### src/sv/rgbihs_pkg.sv
// Package for the RGB to IHS pixel converter: payload types, pipeline stage type,
// fixed-point constants and the arctangent table. No dependencies.
`default_nettype none

package rgbihs_pkg;

    // Pixel as it enters the block.
    typedef struct packed {
        logic [7:0] red;
        logic [7:0] green;
        logic [7:0] blue;
    } t_rgb;

    // Converted pixel.
    typedef struct packed {
        logic [7:0] intensity;
        logic [7:0] hue;
        logic [7:0] saturation;
    } t_ihs;

    // Number of CORDIC iterations, one per pipeline stage.
    localparam int CORDIC_STEPS = 16;
    // Saturation divider steps, run in the first iteration stages.
    localparam int DIV_STEPS = 8;
    // Cycles from an input transfer to its result strobe.
    localparam int LATENCY = CORDIC_STEPS + 4;

    // Angles in Q16 radians.
    localparam logic signed [19:0] HALF_PI_Q16 = 20'sd102944;
    localparam logic [18:0] TWO_PI_Q16 = 19'd411775;

    // State carried through the iteration stages.
    typedef struct packed {
        logic               valid;
        logic               gray;
        logic               neg;
        logic [7:0]         inten;
        logic signed [28:0] x;
        logic signed [28:0] y;
        logic signed [19:0] z;
        logic [10:0]        rem;
        logic [10:0]        den;
        logic [7:0]         quo;
        logic               full;
        logic               nz;
    } t_stage;

    // atan(2^-k) in Q16 radians, rounded to nearest.
    function automatic logic signed [19:0] atan_q16(input int k);
        logic signed [19:0] a;
        case (k)
            0:       a = 20'sd51472;
            1:       a = 20'sd30386;
            2:       a = 20'sd16055;
            3:       a = 20'sd8150;
            4:       a = 20'sd4091;
            5:       a = 20'sd2047;
            6:       a = 20'sd1024;
            7:       a = 20'sd512;
            8:       a = 20'sd256;
            9:       a = 20'sd128;
            10:      a = 20'sd64;
            11:      a = 20'sd32;
            12:      a = 20'sd16;
            13:      a = 20'sd8;
            14:      a = 20'sd4;
            15:      a = 20'sd2;
            default: a = 20'sd0;
        endcase
        return a;
    endfunction

endpackage

`default_nettype wire

### src/sv/rgbihs_iter.sv
// Iteration pipeline of the RGB to IHS converter: one CORDIC vectoring step per
// stage, plus one restoring divide step for saturation in the first stages. Uses rgbihs_pkg.
`default_nettype none

module rgbihs_iter (
    input  wire logic              i_clk,
    input  wire logic              i_rst_n,
    input  wire rgbihs_pkg::t_stage i_stg,
    output rgbihs_pkg::t_stage     o_stg
);
    import rgbihs_pkg::*;

    t_stage w_stg [CORDIC_STEPS+1];

    assign w_stg[0] = i_stg;

    for (genvar k = 0; k < CORDIC_STEPS; k++) begin : g_step
        t_stage n_stg;
        t_stage r_stg;
        logic [11:0] w_rem2;

        // One rotation toward the x axis, with one quotient bit when due.
        always_comb begin
            n_stg  = w_stg[k];
            w_rem2 = {w_stg[k].rem, 1'b0};
            if (w_stg[k].y > 29'sd0) begin
                n_stg.x = w_stg[k].x + (w_stg[k].y >>> k);
                n_stg.y = w_stg[k].y - (w_stg[k].x >>> k);
                n_stg.z = w_stg[k].z + atan_q16(k);
            end else begin
                n_stg.x = w_stg[k].x - (w_stg[k].y >>> k);
                n_stg.y = w_stg[k].y + (w_stg[k].x >>> k);
                n_stg.z = w_stg[k].z - atan_q16(k);
            end
            if (k < DIV_STEPS) begin
                if (w_rem2 >= {1'b0, w_stg[k].den}) begin
                    n_stg.rem = 11'(w_rem2 - {1'b0, w_stg[k].den});
                    n_stg.quo = {w_stg[k].quo[6:0], 1'b1};
                end else begin
                    n_stg.rem = w_rem2[10:0];
                    n_stg.quo = {w_stg[k].quo[6:0], 1'b0};
                end
            end
        end

        // Stage register; only the valid bit is reset.
        always_ff @(posedge i_clk) begin
            if (!i_rst_n) begin
                r_stg.valid <= 1'b0;
            end else begin
                r_stg <= n_stg;
            end
        end

        assign w_stg[k+1] = r_stg;
    end

    assign o_stg = w_stg[CORDIC_STEPS];

endmodule

`default_nettype wire

### config.mk
export PLATFORM = sky130hd
export DESIGN_NAME = rgbihs_iter
export DESIGN_NICKNAME = d
export VERILOG_FILES = /design/src/sv/rgbihs_pkg.sv /design/src/sv/rgbihs_iter.sv
export SDC_FILE = /design/constraint.sdc
export NUM_CORES = 2
export LEC_CHECK = 0
export BUFFER_PORTS_ARGS = -buffer_cell sky130_fd_sc_hd__buf_2
export CORE_MARGIN = 4
export CORE_UTILIZATION = 60
export CTS_BUF_LIST = sky130_fd_sc_hd__clkbuf_2 sky130_fd_sc_hd__clkbuf_4 sky130_fd_sc_hd__clkbuf_8
export DETAILED_ROUTE_END_ITERATION = 10
export PLACE_DENSITY = 0.8
export SETUP_SLACK_MARGIN = 0.5
export SLEW_MARGIN = 20
export SYNTH_ARGS = -nofsm -noshare
export SYNTH_HDL_FRONTEND = slang
export SYNTH_SLANG_ARGS = --single-unit
### constraint.sdc
create_clock -name i_clk -period 6.4 [get_ports i_clk]
set_input_delay 0.32 -clock i_clk [delete_from_list [all_inputs] [get_ports i_clk]]
set_output_delay 0.32 -clock i_clk [all_outputs]
set_load 0.01 [all_outputs]
==> results.py <==
metrics = {
    "sta": {
        "finalSetupViolCount": 0,
        "fin_crit_sh": 0.900,
        "finalClockSkew_ps": 79.4,
        "maxSlewViolCount": 0,
        "tns_ps": 0,
        "max_slew_margin": 0.238,
        "tightest_slew_ps": 1140,
        "clock.fmax_ghz": 0.174,
        "period_needed_ps": 5760,
        "hold_viol": 0,
        "rsz0062_at_grt": "yes",
    },
    "critical_path": {
        "crit_arrival_ps": 6470,
        "timing.rr.start": "g_step[2].r_stg[64]",
        "crit_type": "flop to flop",
        "startpoint_type": "flop",
        "cp-end-kind": "flop",
        "cp-startpoint": "g_step[2].r_stg[64]",
        "worst_ep_required_time_ps": 7110,
        "cp_max_fo": 46,
    },
    "floorplan": {
        "die_w_um": 472,
        "start_util": 0.602,
        "core_mm2": 0.214,
        "die_y_um": 472,
        "top_level_ports": 244,
        "die_area_mm2": 0.223,
        "rows": 170,
    },
    "global_routing": {
        "antenna_found_initial": 13,
        "grt_pass1_vias": 95561,
        "grt_pass1_wl_mm": 509,
        "grt_overflow": 0,
        "grt_usage": 0.282,
        "grt_max_degree": 195,
    },
    "synthesis": {
        "synthFlopType": "edfxtp_1",
        "yosys_warnings": 0,
        "synth_area_leaders": "edfxtp_1, ha_1, xnor2_1",
        "ys_ff_latch": 1907,
        "synth_area_mm2": 0.129,
        "syn-num-nets": 13746,
        "synth_top_area_share": 0.440,
        "yosysTopAreaCell": "edfxtp_1",
        "seq_area_frac_synth": 0.442,
        "synth_edf_count": 1891,
        "ys_types": 98,
        "synth_cells": 12296,
        "async_reset_ff_frac": 0,
        "syn_avg_cell_area_um2": 10.5,
    },
    "detailed_routing": {
        "routed-wl-met2_mm": 150,
        "wirelength_mm": 324,
        "drcViolationCount": 0,
        "met3_length_mm": 21.5,
        "vias": 97223,
        "dr.first_iter.drc_count": 7910,
        "met1_length_mm": 139,
        "highest_layer": "met5",
        "wl_per_cell_um": 20.1,
        "via_per_inst": 6.04,
        "firstDrtPassIters": 8,
        "antenna_left": 0,
    },
    "clock_network": {
        "path_clk_slew_ps": 70,
        "clockBufferDepth": 4,
        "clkLatencyLatePin_ps": 1040,
        "htreeDepth": 5,
        "tritoncts": "done",
        "cts_num_sinks": 1907,
        "root_buffer": "clkbuf_8",
        "cts_buffers": 331,
    },
    "layout": {
        "area_growth_pct": 10.8,
        "layout-drive-gt1-share": 0.0916,
        "nets": 14460,
    },
    "place": {
        "dp_hpwl_mm": 248,
        "portBuffers": 235,
        "gp_congestion": 0.985,
    },
    "min_path": {
        "min_path_type": "primary input to flop",
        "min-delay-start": "i_stg[79]",
    },
    "outcome": {
        "outcome": "finished clean",
    },
    "flow_run": {
        "drv_cap": 0,
    },
}
## per-layer routing
layer	vias up	track usage
met5	-	0
met4	4	0.107
met3	714	0.0442
met2	3263	0.464
met1	46218	0.377
li1	47024	-
## state kept, by name, summed over array words and instances, names as in the netlist
name and cells:
o_stg 121, g_step.n_stg 43, g_step.r_stg 1743
## metrics by stage
| step | instance area (um^2) | setup slack (ps) | std cells | util | hold slack [ps] |
|---|---|---|---|---|---|
| final | 143000 | 638 | 16090 | 0.667 | 127 |
| after global routing | 143000 | 355 | 16089 | 0.667 | 53.3 |
| after CTS | 142000 | 396 | 16052 | 0.664 | 0.446 |
| after detailed placement | 135000 | 103 | 15353 | 0.627 | 405 |
| after global placement | 135000 | 294 | 15353 | 0.627 | 400 |
| after floorplan | 129000 | 899 | 12296 | - | 400 |
## synthesized netlist by cell type (all sizes together) (24+ instances only)
| cell | number |
|---|---|
| o21bai | 143 |
| ha | 1270 |
| o211ai | 37 |
| o21ai | 731 |
| nor2 | 940 |
| a31o | 28 |
| a21boi | 71 |
| nand3 | 206 |
| o31ai | 195 |
| o21a | 172 |
| mux2 | 39 |
| and2 | 68 |
| o31a | 43 |
| a21o | 441 |
| xor2 | 497 |
| nand3b | 32 |
| nor3b | 25 |
| buf | 42 |
| a211o | 34 |
| a21oi | 1020 |
| nand4 | 95 |
| or3 | 109 |
| a211oi | 94 |
| a221oi | 24 |
| o41ai | 70 |
| or2 | 58 |
| clkbuf | 144 |
| nor3 | 246 |
| fa | 57 |
| a31oi | 85 |
| edfxtp | 1891 |
| and3 | 82 |
| nand2b | 162 |
| nand2 | 651 |
| inv | 709 |
| xnor2 | 1092 |
| nor4 | 104 |
| nor2b | 212 |
| or4 | 80 |
## layout by cell type, fill, tap and decap left out, drive strengths merged, types with 195 or more instances in the layout
| cell | instances |
|---|---|
| clkbuf | 430 |
| buf | 437 |
| nor2 | 941 |
| nand3 | 206 |
| o21ai | 731 |
| xor2 | 497 |
| a21o | 441 |
| nor2b | 212 |
| nand2 | 651 |
| inv | 711 |
| ha | 1270 |
| edfxtp | 1891 |
| xnor2 | 1092 |
| a21oi | 1020 |
| nor3 | 246 |
| o31ai | 195 |
## path summary, 6_finish.rpt
path | end | slack (ps) | cells after the start
max | g_step[3].r_stg[107] | 640 | 22
max reg2reg | g_step[3].r_stg[107] | 640 | 22
min reg2reg | o_stg[5] | 400 | 0
min | g_step[0].r_stg[108] | 130 | 4
## area by class of cell
class	count	area [um^2]
diodes	5	12.5
clock buffers	429	5320
fillers	16326	71300
repair buffers	566	4170
well taps	2838	3550
inverters	719	2700
flip-flops and latches	1907	57100
multi-input cells	9485	69100
clock inverters	141	1100
## kinds of logic after synthesis
group / Yosys count / synth area share
compound gates: 3395 / 0.167
buf+inv: 905 / 0.0268
simple gates: 3112 / 0.119
flops: 1907 / 0.442
mux: 61 / 0.00511
fa+ha+maj: 1327 / 0.132
xor+xnor: 1589 / 0.108
## what timing repair did
item	CTS	global route
cloned	0	2
hold endpoints to repair	204	0
pin swaps	2	19
hold buffers	128	0
setup endpoints to repair	37	205
setup buffers	1	31
gates resized for setup	18	124
## critical path, stage by stage (launching register included)
cell,delay [ps]
edfxtp_1,450
or4_1,600
or3_1,410
nor4_4,180
nand2b_1,190
nor3_4,240
nand2_1,130
nor2_2,180
nor2_2,80
buf_8,240
mux2i_2,250
inv_1,90
fa_1,440
nor2b_2,190
o31ai_2,100
a211oi_2,260
o21ai_2,120
a211oi_2,300
o221a_2,330
o41ai_4,90
o21bai_2,210
nor3_1,70
a311o_1,330
Power is left out: the tool's default activity adds up to more than one toggle a clock period on the data nets, which glitch-free logic cannot reach.
